### config.mk
export PLATFORM = sky130hd
export DESIGN_NAME = string_literal_escape_decoder_unit_flat
export DESIGN_NICKNAME = d
export VERILOG_FILES = /design/src/hdl/sled_pkg.sv /design/src/hdl/sled_ifs.sv /design/src/hdl/sled_front.sv /design/src/hdl/sled_queue.sv /design/src/hdl/sled_back.sv /design/src/hdl/string_literal_escape_decoder_unit.sv /design/src/flat_wrapper.sv
export SDC_FILE = /design/constraint.sdc
export NUM_CORES = 1
export LEC_CHECK = 0
export BUFFER_PORTS_ARGS = -buffer_cell sky130_fd_sc_hd__buf_4
export CORE_UTILIZATION = 50
export CTS_CLUSTER_SIZE = 28
export DETAILED_ROUTE_END_ITERATION = 8
export GPL_TIMING_DRIVEN = 0
export HOLD_SLACK_MARGIN = 0.1
export MAX_ROUTING_LAYER = met4
export PLACE_DENSITY = 0.74
export SETUP_SLACK_MARGIN = 0.4
export SYNTH_ARGS = -nofsm -noshare
export SYNTH_HDL_FRONTEND = slang
export SYNTH_HIERARCHICAL = 1
export SYNTH_SLANG_ARGS = --single-unit
### constraint.sdc
create_clock -name i_clk -period 4.7 [get_ports i_clk]
set_input_delay 0.47 -clock i_clk [delete_from_list [all_inputs] [get_ports i_clk]]
set_output_delay 0.47 -clock i_clk [all_outputs]
set_load 0.05 [all_outputs]
### src/hdl/sled_pkg.sv
// Shared definitions for the string literal escape decoder.
// Holds the command record passed from the front end to the back end,
// result codes, character constants and queue sizing. No dependencies.
package sled_pkg;

    // Command queue between the front end and the back end.
    localparam int unsigned QDEPTH = 4;
    localparam int unsigned QPTR_W = $clog2(QDEPTH);

    // Leading part of a command: an octal flush unit or a hex replay.
    typedef enum logic [1:0] {
        PK_NONE,
        PK_UNIT,
        PK_REPLAY
    } t_pre_kind;

    // Main part of a command.
    typedef enum logic [1:0] {
        MK_NONE,
        MK_CP,
        MK_CLOSE,
        MK_ERR
    } t_main_kind;

    // Error codes as they appear on the result channel.
    typedef enum logic [2:0] {
        ERR_NONE         = 3'd0,
        ERR_LINE_END     = 3'd1,
        ERR_ESC_LINE_END = 3'd2,
        ERR_BAD_X        = 3'd3,
        ERR_BAD_U        = 3'd4,
        ERR_UNTERMINATED = 3'd5,
        ERR_BAD_START    = 3'd6
    } t_err;

    // One classified input item, expanded later into one or more beats.
    typedef struct packed {
        t_pre_kind  pre_kind;
        logic [15:0] pre_val;
        logic        rep_is_u;
        logic [1:0]  rep_cnt;
        logic [2:0]  rep_low;
        t_main_kind  main_kind;
        logic [20:0] main_cp;
        t_err        main_err;
    } t_cmd;

    // Source characters.
    localparam logic [20:0] CH_DQ = 21'h00_0022;
    localparam logic [20:0] CH_SQ = 21'h00_0027;
    localparam logic [20:0] CH_BSL = 21'h00_005C;
    localparam logic [20:0] CH_LF = 21'h00_000A;
    localparam logic [20:0] CH_CR = 21'h00_000D;
    localparam logic [20:0] CH_LS = 21'h00_2028;
    localparam logic [20:0] CH_PS = 21'h00_2029;
    localparam logic [20:0] CH_0 = 21'h00_0030;
    localparam logic [20:0] CH_7 = 21'h00_0037;
    localparam logic [20:0] CH_9 = 21'h00_0039;
    localparam logic [20:0] CH_UA = 21'h00_0041;
    localparam logic [20:0] CH_UF = 21'h00_0046;
    localparam logic [20:0] CH_LA = 21'h00_0061;
    localparam logic [20:0] CH_LB = 21'h00_0062;
    localparam logic [20:0] CH_LFF = 21'h00_0066;
    localparam logic [20:0] CH_LN = 21'h00_006E;
    localparam logic [20:0] CH_LR = 21'h00_0072;
    localparam logic [20:0] CH_LT = 21'h00_0074;
    localparam logic [20:0] CH_LU = 21'h00_0075;
    localparam logic [20:0] CH_LV = 21'h00_0076;
    localparam logic [20:0] CH_LX = 21'h00_0078;

    // Control units produced by the simple escapes.
    localparam logic [20:0] CU_BS = 21'h00_0008;
    localparam logic [20:0] CU_TAB = 21'h00_0009;
    localparam logic [20:0] CU_VT = 21'h00_000B;
    localparam logic [20:0] CU_FF = 21'h00_000C;

    // UTF-16 surrogate construction.
    localparam logic [20:0] CP_SUPP_BASE = 21'h01_0000;
    localparam logic [15:0] SURR_HI = 16'hD800;
    localparam logic [15:0] SURR_LO = 16'hDC00;

endpackage

### src/hdl/sled_ifs.sv
// Channel interfaces of the string literal escape decoder.
// Input item, result item and configuration write channels.
// No dependencies.
interface sled_in_if;
    logic        valid;
    logic        ready;
    logic [20:0] code_point;
    logic        end_of_input;

    modport source(output valid, code_point, end_of_input, input ready);
    modport sink(input valid, code_point, end_of_input, output ready);
endinterface

interface sled_out_if;
    logic        valid;
    logic        ready;
    logic [15:0] code_unit;
    logic        unit_valid;
    logic        closed;
    logic [2:0]  error_code;
    logic        last;

    modport source(output valid, code_unit, unit_valid, closed, error_code, last,
                   input ready);
    modport sink(input valid, code_unit, unit_valid, closed, error_code, last,
                 output ready);
endinterface

interface sled_cfg_if;
    logic valid;
    logic ready;
    logic ext1_enabled;

    modport source(output valid, ext1_enabled, input ready);
    modport sink(input valid, ext1_enabled, output ready);
endinterface

### src/hdl/sled_front.sv
// Front end of the string literal escape decoder: accepts source characters,
// tracks the literal's escape state and issues at most one command per item.
// Depends on sled_pkg.
module sled_front import sled_pkg::*; (
    input  logic        i_clk,
    input  logic        i_rst_n,
    input  logic        i_valid,
    output logic        o_ready,
    input  logic [20:0] i_code_point,
    input  logic        i_end_of_input,
    input  logic        i_ext1,
    input  logic        i_full,
    output logic        o_push,
    output t_cmd        o_cmd
);

    localparam logic [2:0] PH_IDLE = 3'd0;
    localparam logic [2:0] PH_BODY = 3'd1;
    localparam logic [2:0] PH_BSL = 3'd2;
    localparam logic [2:0] PH_HEX = 3'd3;
    localparam logic [2:0] PH_OCT = 3'd4;

    logic [2:0]  r_phase, n_phase;
    logic        r_quote_dq, n_quote_dq;
    logic [15:0] r_esc_val, n_esc_val;
    logic [2:0]  r_dig_cnt, n_dig_cnt;
    logic        r_esc_is_u, n_esc_is_u;
    logic [2:0]  r_lower, n_lower;

    logic        w_accept;
    logic        w_is_lt;
    logic [20:0] w_quote;
    logic [4:0]  w_hex;
    logic        w_hex_ok;
    logic        w_oct_ok;
    logic [2:0]  w_need;
    logic [2:0]  w_cnt_inc;
    logic [15:0] w_hex_val;
    logic [15:0] w_oct_val;
    t_main_kind  w_body_kind;
    t_err        w_body_err;
    logic [2:0]  w_body_phase;
    t_cmd        w_cmd;

    // Hex digit decode: valid flag and value.
    function automatic logic [4:0] hex_digit(input logic [20:0] c);
        logic [4:0] r;
        r = 5'd0;
        if (c >= CH_0 && c <= CH_9) begin
            r = {1'b1, c[3:0]};
        end else if (c >= CH_LA && c <= CH_LFF) begin
            r = {1'b1, c[3:0] + 4'd9};
        end else if (c >= CH_UA && c <= CH_UF) begin
            r = {1'b1, c[3:0] + 4'd9};
        end
        return r;
    endfunction

    assign w_accept = i_valid && !i_full;
    assign o_ready = !i_full;

    // Character classification shared by all phases.
    assign w_quote = r_quote_dq ? CH_DQ : CH_SQ;
    assign w_is_lt = (i_code_point == CH_LF) || (i_code_point == CH_CR) ||
                     (i_code_point == CH_LS) || (i_code_point == CH_PS);
    assign w_hex = hex_digit(i_code_point);
    assign w_hex_ok = !i_end_of_input && w_hex[4];
    assign w_oct_ok = !i_end_of_input && (i_code_point >= CH_0) && (i_code_point <= CH_7);
    assign w_need = r_esc_is_u ? 3'd4 : 3'd2;
    assign w_cnt_inc = r_dig_cnt + 3'd1;
    assign w_hex_val = {r_esc_val[11:0], w_hex[3:0]};
    assign w_oct_val = {r_esc_val[12:0], i_code_point[2:0]};

    // Plain literal text handling, also used after a flushed escape.
    always_comb begin
        w_body_err = ERR_NONE;
        priority if (i_end_of_input) begin
            w_body_kind = MK_ERR;
            w_body_err = ERR_UNTERMINATED;
            w_body_phase = PH_IDLE;
        end else if (i_code_point == w_quote) begin
            w_body_kind = MK_CLOSE;
            w_body_phase = PH_IDLE;
        end else if (w_is_lt) begin
            w_body_kind = MK_ERR;
            w_body_err = ERR_LINE_END;
            w_body_phase = PH_IDLE;
        end else if (i_code_point == CH_BSL) begin
            w_body_kind = MK_NONE;
            w_body_phase = PH_BSL;
        end else begin
            w_body_kind = MK_CP;
            w_body_phase = PH_BODY;
        end
    end

    // Phase sequencing and command build.
    always_comb begin
        n_phase = r_phase;
        n_quote_dq = r_quote_dq;
        n_esc_val = r_esc_val;
        n_dig_cnt = r_dig_cnt;
        n_esc_is_u = r_esc_is_u;
        n_lower = r_lower;
        w_cmd = '0;
        w_cmd.pre_kind = PK_NONE;
        w_cmd.main_kind = MK_NONE;
        w_cmd.main_err = ERR_NONE;
        w_cmd.main_cp = i_code_point;

        unique case (r_phase)
            PH_IDLE: begin
                if (!i_end_of_input && (i_code_point == CH_DQ || i_code_point == CH_SQ)) begin
                    n_quote_dq = (i_code_point == CH_DQ);
                    n_phase = PH_BODY;
                end else begin
                    w_cmd.main_kind = MK_ERR;
                    w_cmd.main_err = ERR_BAD_START;
                end
            end
            PH_BODY: begin
                w_cmd.main_kind = w_body_kind;
                w_cmd.main_err = w_body_err;
                n_phase = w_body_phase;
            end
            PH_BSL: begin
                if (i_end_of_input || w_is_lt) begin
                    w_cmd.main_kind = MK_ERR;
                    w_cmd.main_err = ERR_ESC_LINE_END;
                    n_phase = PH_IDLE;
                end else begin
                    n_phase = PH_BODY;
                    w_cmd.main_kind = MK_CP;
                    unique case (i_code_point)
                        CH_LB: w_cmd.main_cp = CU_BS;
                        CH_LT: w_cmd.main_cp = CU_TAB;
                        CH_LN: w_cmd.main_cp = CH_LF;
                        CH_LV: w_cmd.main_cp = CU_VT;
                        CH_LFF: w_cmd.main_cp = CU_FF;
                        CH_LR: w_cmd.main_cp = CH_CR;
                        CH_LX, CH_LU: begin
                            w_cmd.main_kind = MK_NONE;
                            n_phase = PH_HEX;
                            n_esc_is_u = (i_code_point == CH_LU);
                            n_esc_val = 16'd0;
                            n_dig_cnt = 3'd0;
                            n_lower = 3'd0;
                        end
                        default: begin
                            if (w_oct_ok) begin
                                w_cmd.main_kind = MK_NONE;
                                n_phase = PH_OCT;
                                n_esc_val = {13'd0, i_code_point[2:0]};
                                n_dig_cnt = 3'd1;
                            end
                        end
                    endcase
                end
            end
            PH_HEX: begin
                if (w_hex_ok) begin
                    if (r_dig_cnt < 3'd3 && i_code_point >= CH_LA) begin
                        n_lower[r_dig_cnt[1:0]] = 1'b1;
                    end
                    n_esc_val = w_hex_val;
                    n_dig_cnt = w_cnt_inc;
                    if (w_cnt_inc >= w_need) begin
                        w_cmd.main_kind = MK_CP;
                        w_cmd.main_cp = {5'd0, w_hex_val};
                        n_phase = PH_BODY;
                    end
                end else if (!i_ext1) begin
                    w_cmd.main_kind = MK_ERR;
                    w_cmd.main_err = r_esc_is_u ? ERR_BAD_U : ERR_BAD_X;
                    n_phase = PH_IDLE;
                end else begin
                    // Malformed escape is replayed, then the item is plain text.
                    w_cmd.pre_kind = PK_REPLAY;
                    w_cmd.pre_val = r_esc_val;
                    w_cmd.rep_is_u = r_esc_is_u;
                    w_cmd.rep_cnt = r_dig_cnt[1:0];
                    w_cmd.rep_low = r_lower;
                    w_cmd.main_kind = w_body_kind;
                    w_cmd.main_err = w_body_err;
                    n_phase = w_body_phase;
                end
            end
            PH_OCT: begin
                if (w_oct_ok) begin
                    n_esc_val = w_oct_val;
                    n_dig_cnt = w_cnt_inc;
                    if (w_cnt_inc >= 3'd3 || (w_cnt_inc == 3'd2 && w_oct_val >= 16'd32)) begin
                        w_cmd.main_kind = MK_CP;
                        w_cmd.main_cp = {5'd0, w_oct_val};
                        n_phase = PH_BODY;
                    end
                end else begin
                    // A non-octal character ends the escape and is plain text.
                    w_cmd.pre_kind = PK_UNIT;
                    w_cmd.pre_val = r_esc_val;
                    w_cmd.main_kind = w_body_kind;
                    w_cmd.main_err = w_body_err;
                    n_phase = w_body_phase;
                end
            end
            default: begin
                n_phase = PH_IDLE;
            end
        endcase
    end

    assign o_cmd = w_cmd;
    assign o_push = w_accept &&
                    (w_cmd.pre_kind != PK_NONE || w_cmd.main_kind != MK_NONE);

    // Escape state registers.
    always_ff @(posedge i_clk) begin
        if (!i_rst_n) begin
            r_phase <= PH_IDLE;
            r_quote_dq <= 1'b0;
            r_esc_val <= 16'd0;
            r_dig_cnt <= 3'd0;
            r_esc_is_u <= 1'b0;
        end else if (w_accept) begin
            r_phase <= n_phase;
            r_quote_dq <= n_quote_dq;
            r_esc_val <= n_esc_val;
            r_dig_cnt <= n_dig_cnt;
            r_esc_is_u <= n_esc_is_u;
        end
    end

    // Letter-case flags of the hex digits, written before they are read.
    always_ff @(posedge i_clk) begin
        if (w_accept) begin
            r_lower <= n_lower;
        end
    end

endmodule

### src/hdl/sled_queue.sv
// Command queue between the front end and the back end of the decoder.
// A small register FIFO of t_cmd records. Depends on sled_pkg.
module sled_queue import sled_pkg::*; (
    input  logic i_clk,
    input  logic i_rst_n,
    input  logic i_push,
    input  t_cmd i_cmd,
    input  logic i_pop,
    output t_cmd o_head,
    output logic o_full,
    output logic o_empty
);

    t_cmd              r_mem [QDEPTH];
    logic [QPTR_W-1:0] r_wr_ptr;
    logic [QPTR_W-1:0] r_rd_ptr;
    logic [QPTR_W:0]   r_count;

    assign o_full = (r_count == (QPTR_W + 1)'(QDEPTH));
    assign o_empty = (r_count == '0);
    assign o_head = r_mem[r_rd_ptr];

    // Storage is written on push only; no reset needed.
    always_ff @(posedge i_clk) begin
        if (i_push) begin
            r_mem[r_wr_ptr] <= i_cmd;
        end
    end

    // Pointers and fill level.
    always_ff @(posedge i_clk) begin
        if (!i_rst_n) begin
            r_wr_ptr <= '0;
            r_rd_ptr <= '0;
            r_count <= '0;
        end else begin
            if (i_push) begin
                r_wr_ptr <= r_wr_ptr + QPTR_W'(1);
            end
            if (i_pop) begin
                r_rd_ptr <= r_rd_ptr + QPTR_W'(1);
            end
            if (i_push && !i_pop) begin
                r_count <= r_count + (QPTR_W + 1)'(1);
            end else if (i_pop && !i_push) begin
                r_count <= r_count - (QPTR_W + 1)'(1);
            end
        end
    end

endmodule

### src/hdl/sled_back.sv
// Back end of the decoder: expands the queue head command into result beats
// (replays, surrogate pairs), one per cycle while i_ready is high. Depends on sled_pkg.
module sled_back import sled_pkg::*; (
    input  logic        i_clk,
    input  logic        i_rst_n,
    input  t_cmd        i_cmd,
    input  logic        i_empty,
    input  logic        i_ready,
    output logic        o_valid,
    output logic        o_pop,
    output logic [15:0] o_code_unit,
    output logic        o_unit_valid,
    output logic        o_closed,
    output logic [2:0]  o_error_code,
    output logic        o_last
);

    logic [2:0]  r_step;
    logic [2:0]  w_npre;
    logic [2:0]  w_nmain;
    logic [2:0]  w_ntot;
    logic [2:0]  w_m;
    logic        w_supp;
    logic [20:0] w_v;
    logic [1:0]  w_i;
    logic [1:0]  w_sh;
    logic [3:0]  w_d;
    logic        w_low;
    logic [15:0] w_digit_ch;
    logic        w_beat;

    assign o_valid = !i_empty;
    assign w_beat = o_valid && i_ready;
    assign o_pop = w_beat && o_last;

    // Beat counts of the leading and main parts.
    assign w_supp = (i_cmd.main_cp >= CP_SUPP_BASE);
    always_comb begin
        unique case (i_cmd.pre_kind)
            PK_UNIT: w_npre = 3'd1;
            PK_REPLAY: w_npre = 3'd1 + {1'b0, i_cmd.rep_cnt};
            default: w_npre = 3'd0;
        endcase
        unique case (i_cmd.main_kind)
            MK_CP: w_nmain = w_supp ? 3'd2 : 3'd1;
            MK_CLOSE, MK_ERR: w_nmain = 3'd1;
            default: w_nmain = 3'd0;
        endcase
    end
    assign w_ntot = w_npre + w_nmain;
    assign w_m = r_step - w_npre;
    assign o_last = (r_step == w_ntot - 3'd1);

    // Surrogate split of a supplementary code point.
    assign w_v = i_cmd.main_cp - CP_SUPP_BASE;

    // Replayed hex digit for the current beat.
    assign w_i = r_step[1:0] - 2'd1;
    assign w_sh = i_cmd.rep_cnt - 2'd1 - w_i;
    always_comb begin
        unique case (w_sh)
            2'd0: w_d = i_cmd.pre_val[3:0];
            2'd1: w_d = i_cmd.pre_val[7:4];
            2'd2: w_d = i_cmd.pre_val[11:8];
            default: w_d = i_cmd.pre_val[15:12];
        endcase
        unique case (w_i)
            2'd0: w_low = i_cmd.rep_low[0];
            2'd1: w_low = i_cmd.rep_low[1];
            2'd2: w_low = i_cmd.rep_low[2];
            default: w_low = 1'b0;
        endcase
        if (w_d < 4'd10) begin
            w_digit_ch = CH_0[15:0] + {12'd0, w_d};
        end else begin
            w_digit_ch = (w_low ? CH_LA[15:0] : CH_UA[15:0]) + {12'd0, w_d} - 16'd10;
        end
    end

    // Result payload of the current beat.
    always_comb begin
        o_code_unit = 16'd0;
        o_unit_valid = 1'b0;
        o_closed = 1'b0;
        o_error_code = ERR_NONE;
        if (r_step < w_npre) begin
            o_unit_valid = 1'b1;
            if (i_cmd.pre_kind == PK_UNIT) begin
                o_code_unit = i_cmd.pre_val;
            end else if (r_step == 3'd0) begin
                o_code_unit = i_cmd.rep_is_u ? CH_LU[15:0] : CH_LX[15:0];
            end else begin
                o_code_unit = w_digit_ch;
            end
        end else begin
            unique case (i_cmd.main_kind)
                MK_CP: begin
                    o_unit_valid = 1'b1;
                    if (!w_supp) begin
                        o_code_unit = i_cmd.main_cp[15:0];
                    end else if (w_m == 3'd0) begin
                        o_code_unit = SURR_HI | {6'd0, w_v[19:10]};
                    end else begin
                        o_code_unit = SURR_LO | {6'd0, w_v[9:0]};
                    end
                end
                MK_CLOSE: o_closed = 1'b1;
                MK_ERR: o_error_code = i_cmd.main_err;
                default: o_closed = 1'b0;
            endcase
        end
    end

    // Beat counter within the head command.
    always_ff @(posedge i_clk) begin
        if (!i_rst_n) begin
            r_step <= 3'd0;
        end else if (o_pop) begin
            r_step <= 3'd0;
        end else if (w_beat) begin
            r_step <= r_step + 3'd1;
        end
    end

endmodule

### src/hdl/string_literal_escape_decoder_unit.sv
// String literal escape decoder, top level: one code point in per beat,
// a quoted literal's value out as UTF-16 code units. Uses sled_pkg,
// sled_ifs, sled_front, sled_queue and sled_back.
//
// The block accepts one source character per cycle whenever its four-entry
// command queue has room; the front end classifies each character the cycle
// it arrives, and the back end plays out its results one beat per cycle while
// the result channel is ready, the first one once the item's command reaches
// the queue head. An item gives zero to six result beats (a replayed malformed
// escape plus a surrogate pair is the longest), and the front end can take new
// items while earlier ones still play out. The last beat of every item
// carries last. The single configuration register (ext1_enabled, which turns
// malformed \x and \u escapes into literal text) is always ready and should
// be written only while no item is in flight.
module string_literal_escape_decoder_unit import sled_pkg::*; (
    input  logic          i_clk,
    input  logic          i_rst_n,
    sled_in_if.sink       i_item,
    sled_cfg_if.sink      i_cfg,
    sled_out_if.source    o_result
);

    logic r_ext1;
    logic w_push;
    logic w_pop;
    logic w_full;
    logic w_empty;
    t_cmd w_cmd;
    t_cmd w_head;

    // Configuration register.
    assign i_cfg.ready = 1'b1;
    always_ff @(posedge i_clk) begin
        if (!i_rst_n) begin
            r_ext1 <= 1'b0;
        end else if (i_cfg.valid) begin
            r_ext1 <= i_cfg.ext1_enabled;
        end
    end

    // Front end: classification and escape tracking.
    sled_front u_front (
        .i_clk          (i_clk),
        .i_rst_n        (i_rst_n),
        .i_valid        (i_item.valid),
        .o_ready        (i_item.ready),
        .i_code_point   (i_item.code_point),
        .i_end_of_input (i_item.end_of_input),
        .i_ext1         (r_ext1),
        .i_full         (w_full),
        .o_push         (w_push),
        .o_cmd          (w_cmd)
    );

    // Command queue.
    sled_queue u_queue (
        .i_clk   (i_clk),
        .i_rst_n (i_rst_n),
        .i_push  (w_push),
        .i_cmd   (w_cmd),
        .i_pop   (w_pop),
        .o_head  (w_head),
        .o_full  (w_full),
        .o_empty (w_empty)
    );

    // Back end: beat expansion.
    sled_back u_back (
        .i_clk        (i_clk),
        .i_rst_n      (i_rst_n),
        .i_cmd        (w_head),
        .i_empty      (w_empty),
        .i_ready      (o_result.ready),
        .o_valid      (o_result.valid),
        .o_pop        (w_pop),
        .o_code_unit  (o_result.code_unit),
        .o_unit_valid (o_result.unit_valid),
        .o_closed     (o_result.closed),
        .o_error_code (o_result.error_code),
        .o_last       (o_result.last)
    );

    // Reset empties the queue, so no beat is offered right after it.
    a_reset_idle: assert property (@(posedge i_clk)
        !i_rst_n |=> !o_result.valid)
        else $error("result offered right after reset");

    // A close or an error always ends the item's results.
    a_term_last: assert property (@(posedge i_clk) disable iff (!i_rst_n)
        o_result.valid && (o_result.closed || o_result.error_code != ERR_NONE)
        |-> o_result.last)
        else $error("close or error beat without last");

    // A beat carries a unit, a close or an error, never two of them.
    a_beat_kind: assert property (@(posedge i_clk) disable iff (!i_rst_n)
        o_result.valid && o_result.unit_valid
        |-> !o_result.closed && o_result.error_code == ERR_NONE)
        else $error("unit beat also flags close or error");

    // A popped command frees a slot, so the front end can take an item next.
    a_pop_frees: assert property (@(posedge i_clk) disable iff (!i_rst_n)
        w_pop && !w_push |=> !w_full)
        else $error("queue still full after a pop");

endmodule
### src/flat_wrapper.sv
// flat-port wrapper written by rule: the top's interface ports become plain ports
module string_literal_escape_decoder_unit_flat import sled_pkg::*;
  (i_clk, i_rst_n, i_item_valid, i_item_code_point, i_item_end_of_input, i_item_ready, i_cfg_valid, i_cfg_ext1_enabled, i_cfg_ready, o_result_valid, o_result_code_unit, o_result_unit_valid, o_result_closed, o_result_error_code, o_result_last, o_result_ready);
  sled_in_if i_item_i ();
  sled_cfg_if i_cfg_i ();
  sled_out_if o_result_i ();
  input  logic i_clk;
  input  logic i_rst_n;
  input wire logic [$bits(i_item_i.valid)-1:0] i_item_valid;
  input wire logic [$bits(i_item_i.code_point)-1:0] i_item_code_point;
  input wire logic [$bits(i_item_i.end_of_input)-1:0] i_item_end_of_input;
  output wire logic [$bits(i_item_i.ready)-1:0] i_item_ready;
  input wire logic [$bits(i_cfg_i.valid)-1:0] i_cfg_valid;
  input wire logic [$bits(i_cfg_i.ext1_enabled)-1:0] i_cfg_ext1_enabled;
  output wire logic [$bits(i_cfg_i.ready)-1:0] i_cfg_ready;
  output wire logic [$bits(o_result_i.valid)-1:0] o_result_valid;
  output wire logic [$bits(o_result_i.code_unit)-1:0] o_result_code_unit;
  output wire logic [$bits(o_result_i.unit_valid)-1:0] o_result_unit_valid;
  output wire logic [$bits(o_result_i.closed)-1:0] o_result_closed;
  output wire logic [$bits(o_result_i.error_code)-1:0] o_result_error_code;
  output wire logic [$bits(o_result_i.last)-1:0] o_result_last;
  input wire logic [$bits(o_result_i.ready)-1:0] o_result_ready;
  assign i_item_i.valid = i_item_valid;
  assign i_item_i.code_point = i_item_code_point;
  assign i_item_i.end_of_input = i_item_end_of_input;
  assign i_item_ready = i_item_i.ready;
  assign i_cfg_i.valid = i_cfg_valid;
  assign i_cfg_i.ext1_enabled = i_cfg_ext1_enabled;
  assign i_cfg_ready = i_cfg_i.ready;
  assign o_result_valid = o_result_i.valid;
  assign o_result_code_unit = o_result_i.code_unit;
  assign o_result_unit_valid = o_result_i.unit_valid;
  assign o_result_closed = o_result_i.closed;
  assign o_result_error_code = o_result_i.error_code;
  assign o_result_last = o_result_i.last;
  assign o_result_i.ready = o_result_ready;
  string_literal_escape_decoder_unit u_core (.i_clk(i_clk), .i_rst_n(i_rst_n), .i_item(i_item_i), .i_cfg(i_cfg_i), .o_result(o_result_i));
endmodule
==> results.toml, run 1 <==
[outcome]
result_of_the_run = "complete, no violations"

[logic_synthesis]
synth_enable_flop_cells = 203
asyncSetResetFlopFracSynth_pct = 0
synth_cells = 885
synthAdderAreaFrac_pct = 4.08
synth_simple_gate_area_share_pct = 11.8
ys_seq_elements = 240
synth_top_family_by_area = "simple AND/OR/NAND/NOR gates"
synthXorXnorAreaFrac_pct = 1.77
synth-compound-area-share_pct = 9.97
post_synth_mux_area_share_pct = 11.7
synth_ff_type = "sky130_fd_sc_hd__edfxtp_1"
seq_area_frac_synth_pct = 56.9
yosys_warnings = 6
syn_std_cell_area_um2 = 12000
synth_cell_types = 79
synth.avg_cell_area_um2 = 13.6
synth_nets = 951

[grt]
grt_first_pass_wirelength_um = 44500
globalRouteTotalUtil_pct = 25.0
number_of_global_route_vias_before_repair = 7617
grt_start_max_net_pins = 51
globalRoute.totalOverflow = 0
grt_antenna_before_repair = 0

[critical_path]
worstPathRequired_ns = 4.81
worstPathCellList = "buf_4 > nor4_1 > nand4_1 > a311o_1 > buf_6 > nor4_4 > or4_4 > o31a_1 > and2_2"
max_stage_delay_ns = 1.11
worst-r2r-cell-count = 21
crit_fanout = 50
worst_setup_path_startpoint = "i_item_code_point[15]"
ff2ff_setup_slack_ns = 0.16
worstReg2RegEnd = "u_core/u_queue/r_count[2]"
critical_path_class = "in -> reg"
setup.worst_path.start_class = "primary input"
setup.worst_path.end_class = "flip-flop"
cp_slowest_cell = "sky130_fd_sc_hd__and2_2"
timing.critical_path.arrival_ns = 4.67

[sta]
timing.final.crit_share_pct = 96.9
report.final.hold_viol_count = 0
tightest_slew_ns = 1.36
maxSlewViolCount = 0
fmaxAchievable_mhz = 220
rsz0062_at_grt = "true"
setup_violations = 0
finalCriticalPeriod_ns = 4.56
tns_ns = 0
fin_skew_ns = 0.00957
max-slew-margin-rel_pct = 9.12

[place]
post-dp-hpwl_um = 20000
numPlacedInstances = 1254
placement.io_buffers = 50
gp_routability_congestion = 0.927

[pwr]
p_leak_nw = 5.04
clock_share_of_power_pct = 21.3
vdd_drop_max_mv = 0.414
power_switching_share_pct = 35.4
power_frac_comb_pct = 46.5
power.net_switching_w = 0.00286
pwr_cell_area_nw_per_um2 = 567
seq_power_share_pct = 32.2
intPower_w = 0.00523

[cts]
cts_htree_levels = 1
clockBufferDepth = 3
tritoncts_clock_tree = "yes"
worst_skew_late_latency_ns = 0.51
cts.clk_slew.worst_paths_ns = 0.06
tritoncts_num_sinks = 240
cts_buffers = 24
clock_tree.root_cell = "sky130_fd_sc_hd__clkbuf_16"

[floorplan]
core_ar_um2 = 23500
start_util_pct = 51.0
num_rows = 56
chipWidth_um = 157
top_level_ports = 53
floorplan.die_area_um2 = 24600
die_h_um = 157

[route]
drt-pass1-iter-count = 5
routed_wirelength_um = 29800
via_count = 8097
detailedRoute.firstIterationViolations = 802
remaining_drc_errors = 0
wl_per_cell_um = 22.4
vias_per_cell = 6.08
antenna_violating_nets_post_route = 0

[layout]
drive_gt1_share_pct = 26.3
nets = 1060
layout_overhead_on_the_synthesized_area_pct = 18.8
leading_cell_type_in_the_layout_fill_and_taps_excluded = "sky130_fd_sc_hd__edfxtp_1"
most-common-layout-cells = "sky130_fd_sc_hd__edfxtp_1 (203), sky130_fd_sc_hd__buf_4 (62), sky130_fd_sc_hd__nand2_1 (61)"
insertedDiodeCount = 0
final-instance-count-excl-fill = 1331

[min_path]
worst_hold_path.num_cells = 3
worst_hold_path_type = "in -> reg"
worst_hold_startpoint = "i_cfg_ext1_enabled"
worst_hold_path.endpoint = "u_core/r_ext1"

[run]
cap_viol_max_count = 0
## layer usage
layer | global-route usage (%) | wire [µm] | vias up
li1 | - | - | 3644
met1 | 33.6 | 12500 | 4015
met2 | 39.0 | 14100 | 375
met3 | 4.16 | 2300 | 63
met4 | 7.66 | 848 | 0
met5 | - | 0 | -
## cells by family (layout without fill, tap and decap cells)
group | Yosys count | count (layout)
buffers and inverters | 83 | 210
AOI/OAI and AO/OA | 160 | 160
other | 1 | 1
muxes | 74 | 74
and+or+nand+nor | 268 | 268
DFF | 240 | 240
adders and majority gates | 38 | 38
xor gates and xnor gates | 21 | 21
## cell type report
class / instances / area, µm²
fill: 1801 / 9280
inverter: 34 / 133
multi-input combinational: 562 / 5050
clock buffer: 32 / 652
sequential: 240 / 6840
clock inverter: 12 / 58.8
timing repair buffer: 83 / 774
tap: 319 / 399
buffer: 49 / 358
## cell usage after synthesis (3+ instances only)
cell type / n / share of area (%)
sky130_fd_sc_hd__o211a_1: 14 / 1.2
sky130_fd_sc_hd__nand3b_1: 4 / 0.25
sky130_fd_sc_hd__a21oi_1: 15 / 0.63
sky130_fd_sc_hd__buf_2: 10 / 0.42
sky130_fd_sc_hd__a21boi_0: 3 / 0.19
sky130_fd_sc_hd__nand2b_1: 10 / 0.52
sky130_fd_sc_hd__nor3b_1: 3 / 0.19
sky130_fd_sc_hd__inv_1: 34 / 1.1
sky130_fd_sc_hd__nor3_1: 18 / 0.75
sky130_fd_sc_hd__nor4_1: 11 / 0.57
sky130_fd_sc_hd__or3_1: 7 / 0.36
sky130_fd_sc_hd__and2_1: 32 / 1.7
sky130_fd_sc_hd__buf_6: 3 / 0.28
sky130_fd_sc_hd__o21ai_0: 39 / 1.6
sky130_fd_sc_hd__nor2b_1: 18 / 0.94
sky130_fd_sc_hd__nand3_1: 13 / 0.54
sky130_fd_sc_hd__mux2i_1: 18 / 1.5
sky130_fd_sc_hd__xnor2_1: 8 / 0.58
sky130_fd_sc_hd__or4_1: 5 / 0.31
sky130_fd_sc_hd__mux4_2: 50 / 9.4
sky130_fd_sc_hd__buf_12: 5 / 0.83
sky130_fd_sc_hd__and4_1: 4 / 0.29
sky130_fd_sc_hd__buf_4: 3 / 0.19
sky130_fd_sc_hd__dfxtp_1: 37 / 6.2
sky130_fd_sc_hd__nand2_1: 67 / 2.1
sky130_fd_sc_hd__a31oi_1: 9 / 0.47
sky130_fd_sc_hd__clkbuf_1: 25 / 0.78
sky130_fd_sc_hd__a211o_1: 4 / 0.29
sky130_fd_sc_hd__a221o_1: 8 / 0.67
sky130_fd_sc_hd__a2111o_1: 3 / 0.28
sky130_fd_sc_hd__or2_2: 3 / 0.16
sky130_fd_sc_hd__buf_1: 3 / 0.094
sky130_fd_sc_hd__xor2_1: 11 / 0.80
sky130_fd_sc_hd__nor2_1: 46 / 1.4
sky130_fd_sc_hd__o22ai_1: 3 / 0.16
sky130_fd_sc_hd__nand4_1: 10 / 0.52
sky130_fd_sc_hd__and3_1: 9 / 0.47
sky130_fd_sc_hd__o211ai_1: 7 / 0.44
sky130_fd_sc_hd__edfxtp_1: 203 / 51
sky130_fd_sc_hd__ha_1: 36 / 3.8
sky130_fd_sc_hd__o2111ai_1: 3 / 0.22
sky130_fd_sc_hd__a22oi_1: 21 / 1.3
## worst max path at each step
stage                                        endpoint  cells past startpoint
final                     u_core/u_queue/r_mem[2][22]                      9
after global routing        u_core/u_queue/r_count[2]                     23
after CTS                 u_core/u_queue/r_mem[3][22]                      9
after detailed placement  u_core/u_queue/r_mem[1][19]                      9
after global placement    u_core/u_queue/r_mem[3][16]                      9
after floorplan             u_core/u_queue/r_count[2]                     20
## registers in the layout, summed over array words and instances, names as in the netlist, 2 cells and up, named ones only
signal	cells
u_core/u_back/r_step	3
u_core/u_queue/r_count	3
u_core/u_queue/r_mem	200
u_core/u_front/r_dig_cnt	3
u_core/u_queue/r_wr_ptr	2
u_core/u_front/r_phase	3
u_core/u_queue/r_rd_ptr	2
u_core/u_front/r_lower	3
u_core/u_front/r_esc_val	16
## power by group through the flow
stage | Clock, W | Combinational, W | Sequential, W
after global placement | 0 | 0.00283 | 0.00264
after global routing | 0.00184 | 0.00398 | 0.00262
after floorplan | 0 | 0.00215 | 0.00262
after CTS | 0.00175 | 0.00332 | 0.00261
after detailed placement | 0 | 0.00286 | 0.00265
final | 0.00173 | 0.00376 | 0.00260
## per-stage QoR
step	total power (W)	worst slack (ns)	hold WS [ns]	instance area (µm²)	util (%)
2_1_floorplan	0.00476	0.221	0.456	12100	-
3_3_place_gp	0.00547	-0.304	0.477	12800	54.5
3_5_place_dp	0.00551	-0.373	0.488	12800	54.5
4_1_cts	0.00768	0.164	0.202	13900	59.3
5_1_grt	0.00843	-0.0497	0.273	14300	60.6
6_report	0.00809	0.145	0.221	14300	60.6
## critical path, delay by kind of cell
kind            cells  cell delay, ns
simple gates        5            3.05
compound gates      2            0.78
buf+inv             2            0.28
## timing repair
action	CTS	global route
setup endpoints to repair	225	100
pin swaps	17	13
gates resized for setup	56	54
cloned	2	0
hold buffers	0	0
setup buffers	20	10
(Power assumes the default switching activity.)
==> inputs of run 2 (changes only) <==
--- a/config.mk
+++ b/config.mk
@@ -5,14 +5,17 @@
 export SDC_FILE = /design/constraint.sdc
 export NUM_CORES = 1
 export LEC_CHECK = 0
+export ABC_AREA = 1
 export BUFFER_PORTS_ARGS = -buffer_cell sky130_fd_sc_hd__buf_4
-export CORE_UTILIZATION = 50
+export CELL_PAD_IN_SITES_DETAIL_PLACEMENT = 0
+export CELL_PAD_IN_SITES_GLOBAL_PLACEMENT = 1
+export CORE_UTILIZATION = 48
 export CTS_CLUSTER_SIZE = 28
 export DETAILED_ROUTE_END_ITERATION = 8
 export GPL_TIMING_DRIVEN = 0
 export HOLD_SLACK_MARGIN = 0.1
 export MAX_ROUTING_LAYER = met4
-export PLACE_DENSITY = 0.74
+export PLACE_DENSITY = 0.87
 export SETUP_SLACK_MARGIN = 0.4
 export SYNTH_ARGS = -nofsm -noshare
 export SYNTH_HDL_FRONTEND = slang
==> run 2 against run 1 <==
- hold slack worse by 0.039 ns
- final cell count rose by 51%
- setup slack improved by 0.30 ns
- register-to-register slack better by 0.49 ns
- first-iteration DRC count is 27% higher
- global-route usage increased by 1.6 points
- critical path depth up 11
- die area increased by 16%
- largest power group unchanged
- highest routed layer unchanged
- synthesized cell count rose by 70%
- sequential power decreased by 2%
- clock skew up 0.014 ns
- count of clock-buffer cells in the layout shrank 5
==> results.toml, run 2 <==
[sta]
tightest_slew_ns = 0.859
timing.final.crit_share_pct = 90.5
report.final.hold_viol_count = 0
finalCriticalPeriod_ns = 4.26
fin_skew_ns = 0.0235
fmaxAchievable_mhz = 235
max-slew-margin-rel_pct = 42.5
setup_ws_ns = 0.444
setup_violations = 0
rsz0062_at_grt = "true"
maxSlewViolCount = 0

[grt]
grt_antenna_before_repair = 0
globalRoute.totalOverflow = 0
globalRouteTotalUtil_pct = 26.5
grt_first_pass_wirelength_um = 57000
grt_start_max_net_pins = 37
number_of_global_route_vias_before_repair = 10300

[route]
routed_wirelength_um = 37000
detailedRoute.firstIterationViolations = 1022
wl_per_cell_um = 18.4
antenna_violating_nets_post_route = 0
vias_per_cell = 5.54
drt-pass1-iter-count = 6
via_count = 11100
remaining_drc_errors = 0

[min_path]
worst_hold_path.endpoint = "u_core/r_ext1"
worst_hold_startpoint = "i_cfg_valid"
worst_hold_path_type = "in -> reg"
worst_hold_path.num_cells = 3

[critical_path]
max_stage_delay_ns = 0.45
cp_slowest_cell = "sky130_fd_sc_hd__fa_2"
setup.worst_path.start_class = "flip-flop"
worstPathCellList = "buf_12 > inv_16 > buf_12 > o21ai_4 > o22ai_2 > inv_2 > ha_4 > nand2_2 > a21oi_4 > ha_4 > fa_2 > nand3_2 > nor2_4 > nand2_4 > inv_4 > buf_6 > buf_6 > o211ai_1 > nand4_1 > buf_6"
timing.critical_path.arrival_ns = 3.79
worstReg2RegEnd = "u_core/u_queue/r_count[2]"
critical_path_class = "reg -> out"
setup.worst_path.end_class = "output port"
ff2ff_setup_slack_ns = 0.65
crit_fanout = 8
worst-r2r-cell-count = 27
worstPathRequired_ns = 4.23
path_common_cell = "sky130_fd_sc_hd__buf_6"

[logic_synthesis]
asyncSetResetFlopFracSynth_pct = 0
seq_area_frac_synth_pct = 51.0
synthMostInstantiatedCell = "sky130_fd_sc_hd__nor2_1"
ys_seq_elements = 240
synth_ff_type = "sky130_fd_sc_hd__edfxtp_1"
synth_top_area_cell = "sky130_fd_sc_hd__edfxtp_1"
syn_std_cell_area_um2 = 13400
synth_nets = 1570
yosys_warnings = 6
synth_top_area_share_pct = 45.5
synth_cells = 1504
synth_cell_types = 57
synth.avg_cell_area_um2 = 8.91
synth_enable_flop_cells = 203
top_cells_by_instance_count_after_synthesis = "sky130_fd_sc_hd__nor2_1 (263), sky130_fd_sc_hd__nand2_1 (248), sky130_fd_sc_hd__edfxtp_1 (203), sky130_fd_sc_hd__inv_1 (123), sky130_fd_sc_hd__o21ai_0 (102)"
synth_top_area_cells = "sky130_fd_sc_hd__edfxtp_1 (45%), sky130_fd_sc_hd__nor2_1 (7.4%), sky130_fd_sc_hd__nand2_1 (6.9%), sky130_fd_sc_hd__dfxtp_1 (5.5%), sky130_fd_sc_hd__o21ai_0 (3.8%)"

[floorplan]
die_h_um = 169
chipWidth_um = 169
core_ar_um2 = 27200
num_rows = 60
start_util_pct = 49.3
top_level_ports = 53
floorplan.die_area_um2 = 28600

[cts]
tritoncts_clock_tree = "yes"
clock_tree.root_cell = "sky130_fd_sc_hd__clkbuf_16"
postCtsHoldBufs = 0
clockBufferDepth = 3
worst_skew_late_latency_ns = 0.53
cts.clk_slew.worst_paths_ns = 0.06
cts_buffers = 25
tritoncts_num_sinks = 240
cts_htree_levels = 1

[layout]
final-instance-count-excl-fill = 2005
layout.area.seq_um2 = 6840
nets = 1680
drive_gt1_share_pct = 19.0
multiInputGateArea_um2 = 5770
max_reg_flops = 200
layout_overhead_on_the_synthesized_area_pct = 16.8
design_area_um2 = 15700
registers.top_by_ff_count = "u_core/u_queue/r_mem"
final.fill_count = 2413
most-common-layout-cells = "sky130_fd_sc_hd__nor2_1 (254), sky130_fd_sc_hd__nand2_1 (244), sky130_fd_sc_hd__edfxtp_1 (203)"
insertedDiodeCount = 0
largestRegisters = "u_core/u_queue/r_mem x200, u_core/u_front/r_esc_val x16"
leading_cell_type_in_the_layout_fill_and_taps_excluded = "sky130_fd_sc_hd__nor2_1"

[pwr]
p_leak_nw = 5.99
pwr_cell_area_nw_per_um2 = 594
vdd_drop_max_mv = 0.311

[place]
placed_area_um2 = 14300
gp_routability_congestion = 0.943
numPlacedInstances = 1929
post-dp-hpwl_um = 26500
place_ws_ns = 0.0707
placement.io_buffers = 49

[run]
cap_viol_max_count = 0

[outcome]
result_of_the_run = "complete, no violations"
==> run 2: cell count changes in the layout (fill, tap and decap cells not counted), moves of 23 or more <==
| cell | change |
|---|---|
| sky130_fd_sc_hd__o22ai_1 | +46 |
| sky130_fd_sc_hd__and2_1 | -25 |
| sky130_fd_sc_hd__nand3_1 | +42 |
| sky130_fd_sc_hd__mux4_2 | -51 |
| sky130_fd_sc_hd__o21ai_0 | +69 |
| sky130_fd_sc_hd__a21oi_1 | +23 |
| sky130_fd_sc_hd__o21ai_1 | +64 |
| sky130_fd_sc_hd__nand2_1 | +183 |
| sky130_fd_sc_hd__nor2_1 | +209 |
| sky130_fd_sc_hd__inv_1 | +86 |
==> run 2: routing by layer <==
metal | track usage, % | vias to the layer above | share of wire [%]
li1 | - | 5382 | -
met1 | 34.4 | 5255 | 43
met2 | 44.7 | 413 | 49
met3 | 2.38 | 62 | 6.3
met4 | 7.32 | 0 | 2.4
met5 | - | - | 0
==> run 2: per-stage QoR <==
stage	setup TNS [ns]	utilization, %	hold slack (ns)	total power, W
finish	0	57.6	0.182	0.00930
global route	0	57.6	0.199	0.00977
CTS	0	56.2	0.172	0.00877
detailed placement	0	52.7	0.437	0.00673
global placement	-102.36	52.4	0.426	0.00666
floorplan	0	-	0.412	0.00562
==> run 2: worst max path at each step <==
stage | start | depth (start not counted) | endpoint
after floorplan | flip-flop | 16 | o_result_code_unit[13]
after global placement | i_item_code_point[18] | 18 | u_core/u_queue/r_mem[0][23]
after detailed placement | flip-flop | 23 | u_core/u_queue/r_count[1]
after CTS | flip-flop | 26 | u_core/u_queue/r_count[1]
after global routing | flip-flop | 27 | u_core/u_queue/r_count[2]
final | flip-flop | 20 | o_result_code_unit[0]
==> run 2: critical path: cells and delay by family, from the launching register on <==
kind,cells,cell delay [ns]
fa+ha+maj,3,0.76
compound gates,4,0.73
simple gates,5,0.49
flops,1,0.35
buf+inv,8,0.91
==> run 2: repair_timing <==
action	4_1_cts	5_1_grt
buffers inserted	7	23
pin swaps	9	20
resized for setup	38	56
setup endpoints to repair	19	19
==> run 2: kinds of logic after synthesis <==
logic type      Yosys count  synth area share [%]
other cells               1                0.0280
flops                   240                  51.0
fa+ha+maj                38                  3.66
xor+xnor                 12                 0.784
compound gates          308                  12.9
simple gates            701                  23.7
buf+inv                 204                  7.94
==> run 2: layout make-up <==
cell class	count	share of cell area (%)
inverters	137	3.46
multi-input cells	1060	36.9
well taps	372	2.97
flip-flops and latches	240	43.7
plain buffers	67	3.66
clock buffers	27	4.05
clock inverters	19	0.855
repair buffers	83	4.42
==> run 2: report_power, final <==
part           switching, W  internal [W]  total [W]
Sequential        0.0000701       0.00249    0.00256
Clock              0.000799       0.00104    0.00183
Combinational       0.00314       0.00176    0.00490
Total               0.00401       0.00529    0.00930
==> inputs of run 3 (changes only) <==
==> constraint.sdc (replaced) <==
create_clock -name i_clk -period 4.7 [get_ports i_clk]
set_input_delay 0.47 -clock i_clk [delete_from_list [all_inputs] [get_ports i_clk]]
set_output_delay 0.47 -clock i_clk [all_outputs]
set_load 0.02 [all_outputs]
==> run 3 against run 2 <==
- die area unchanged
- first-iteration DRC count down 6.7%
- critical path type unchanged
- hold slack about the same
- non-clock buffer count up 16
- sequential share of layout area down 0.58 points
- setup slack worse by 0.062 ns
- wire length up 1.4%
- final area up 1.4%
- sequential power about the same
- largest cell class unchanged
- register-to-register slack worse by 0.02 ns
- total power down 2.5%
- via count up 1.2%
==> results.toml, run 3 (synthesized netlist as in run 2, its figures left out) <==
[outcome]
result_of_the_run = "complete, no violations"

[grt]
grt_first_pass_wirelength_um = 56800
globalRouteTotalUtil_pct = 26.5
number_of_global_route_vias_before_repair = 10200
grt_start_max_net_pins = 37
globalRoute.totalOverflow = 0
grt_antenna_before_repair = 0

[pwr]
clock_share_of_power_pct = 20.2
intPower_w = 0.00541
power_switching_share_pct = 40.3
power.net_switching_w = 0.00366
power_frac_comb_pct = 51.5
vdd_drop_max_mv = 0.248
p_leak_nw = 6.08
seq_power_share_pct = 28.4
total_power_w = 0.00907
pwr_cell_area_nw_per_um2 = 571

[floorplan]
top_level_ports = 53
floorplan.die_area_um2 = 28600
core_ar_um2 = 27200
num_rows = 60
start_util_pct = 49.3
chipWidth_um = 169
die_h_um = 169

[run]
cap_viol_max_count = 0

[route]
drt-pass1-iter-count = 7
vias_per_cell = 5.56
wl_per_cell_um = 18.5
routed_wirelength_um = 37500
via_count = 11200
detailedRoute.firstIterationViolations = 954
remaining_drc_errors = 0
antenna_violating_nets_post_route = 0

[critical_path]
setup.worst_path.start_class = "flip-flop"
worstPathCellList = "buf_12 > clkinv_16 > buf_12 > o21ai_4 > o22ai_4 > buf_6 > ha_4 > inv_4 > a21oi_4 > ha_4 > fa_1 > nand3_2 > nor2_4 > nand2_4 > inv_4 > buf_6 > nand2_2 > o211ai_1 > nand4_1 > buf_6"
worstReg2RegEnd = "u_core/u_queue/r_count[1]"
ff2ff_setup_slack_ns = 0.63
cell_type_group_with_the_largest_total_delay_on_the_critical_path = "buffers and inverters"
worstPathRequired_ns = 4.23
timing.critical_path.arrival_ns = 3.85
path_common_cell = "sky130_fd_sc_hd__buf_6"
setup.worst_path.end_class = "output port"
critical_path_class = "reg -> out"
crit_fanout = 6
worst-r2r-cell-count = 23
max_stage_delay_ns = 0.53
cp_slowest_cell = "sky130_fd_sc_hd__fa_1"
path_buf_inv = 8

[min_path]
worst_hold_path.endpoint = "u_core/r_ext1"
worst_hold_path.num_cells = 3
worst_hold_startpoint = "i_cfg_valid"
worst_hold_path_type = "in -> reg"

[sta]
timing.final.crit_share_pct = 91.9
maxSlewViolCount = 0
setup_violations = 0
fin_skew_ns = 0.0257
fmaxAchievable_mhz = 232
report.final.hold_viol_count = 0
finalHoldWorstSlack_ns = 0.182
max-slew-margin-rel_pct = 42.4
rsz0062_at_grt = "true"
tightest_slew_ns = 0.861
finalCriticalPeriod_ns = 4.32

[layout]
max_reg_flops = 200
largestRegisters = "u_core/u_queue/r_mem x200, u_core/u_front/r_esc_val x16"
registers.top_by_ff_count = "u_core/u_queue/r_mem"
drive_gt1_share_pct = 19.8
leading_cell_type_in_the_layout_fill_and_taps_excluded = "sky130_fd_sc_hd__nor2_1"
layout_overhead_on_the_synthesized_area_pct = 18.4
nets = 1697
most-common-layout-cells = "sky130_fd_sc_hd__nor2_1 (254), sky130_fd_sc_hd__nand2_1 (243), sky130_fd_sc_hd__edfxtp_1 (203)"
insertedDiodeCount = 0

[place]
gp_routability_congestion = 0.943
placement.io_buffers = 49
post-dp-hpwl_um = 26500

[cts]
clockBufferDepth = 3
worst_skew_late_latency_ns = 0.53
cts_htree_levels = 1
cts_buffers = 25
clock_tree.root_cell = "sky130_fd_sc_hd__clkbuf_16"
cts.clk_slew.worst_paths_ns = 0.06
tritoncts_num_sinks = 240
postCtsHoldBufs = 0
tritoncts_clock_tree = "yes"
-- run 3: cell types whose count changed in the layout (fill, tap and decap cells not counted), moves of 6 or more --
| cell | change |
|---|---|
| sky130_fd_sc_hd__inv_1 | -6 |
| sky130_fd_sc_hd__inv_2 | +6 |
| sky130_fd_sc_hd__buf_4 | +12 |
| sky130_fd_sc_hd__o22ai_2 | -11 |
| sky130_fd_sc_hd__o22ai_1 | +9 |
-- run 3: what timing repair did --
item | 4_1_cts | 5_1_grt
gates resized for setup | 26 | 79
gates cloned | 0 | 3
pin swaps | 6 | 27
setup buffers | 5 | 39
setup endpoints to repair | 19 | 19
hold endpoints to repair | 0 | 0
-- run 3: worst register-to-register path: cells and delay by family (launching register included) --
| family | cells | cell delay (ns) |
|---|---|---|
| xor gates and xnor gates | 2 | 0.35 |
| DFF | 1 | 0.40 |
| buffers and inverters | 7 | 0.73 |
| adders and majority gates | 4 | 1.01 |
| AOI/OAI and AO/OA | 2 | 0.30 |
| and+or+nand+nor | 8 | 1.19 |
-- run 3: metrics by stage --
step | std cells | area, µm² | setup WS (ns) | TNS, ns | utilization (%)
2_1_floorplan | 1504 | 13400 | 1.05 | 0 | -
3_3_place_gp | 1925 | 14200 | -0.531 | -102.36 | 52.4
3_5_place_dp | 1929 | 14300 | 0.0707 | 0 | 52.7
4_1_cts | 1980 | 15200 | 0.362 | 0 | 56.0
5_1_grt | 2022 | 15900 | 0.315 | 0 | 58.4
6_report | 2022 | 15900 | 0.382 | 0 | 58.4
-- run 3: cell type report --
type,instances,area (µm²)
inverter,137,552
clock buffer,27,633
timing repair buffer,99,837
sequential,240,6840
buffer,67,584
timing repair inverter,1,16.3
fill,2371,11300
multi-input combinational,1060,5800
clock inverter,19,134
tap,372,465
-- run 3: layer usage --
metal  global-route usage (%)  up-vias  wire length [µm]
met4                     7.25        0              1030
met2                     44.4      430             18300
li1                         -     5427                 -
met5                        -        -                 0
met1                     34.5     5318             15500
met3                     2.38       72              2630
-- run 3: power by group through the flow --
stage / Clock [W] / Combinational [W] / Sequential (W)
2_1_floorplan: 0 / 0.00261 / 0.00259
3_5_place_dp: 0 / 0.00370 / 0.00260
6_report: 0.00183 / 0.00467 / 0.00257
3_3_place_gp: 0 / 0.00362 / 0.00261
5_1_grt: 0.00193 / 0.00504 / 0.00259
4_1_cts: 0.00186 / 0.00386 / 0.00256
-- run 3: how the worst max path moves through the flow --
stage                                             end  slack [ns]  cells past startpoint
after CTS                       o_result_code_unit[0]        0.36                     20
final                           o_result_code_unit[0]        0.38                     20
after global placement    u_core/u_queue/r_mem[0][23]       -0.53                     18
after global routing            o_result_code_unit[0]        0.31                     20
after floorplan             u_core/u_queue/r_count[1]        1.05                     24
after detailed placement    u_core/u_queue/r_count[1]        0.07                     23
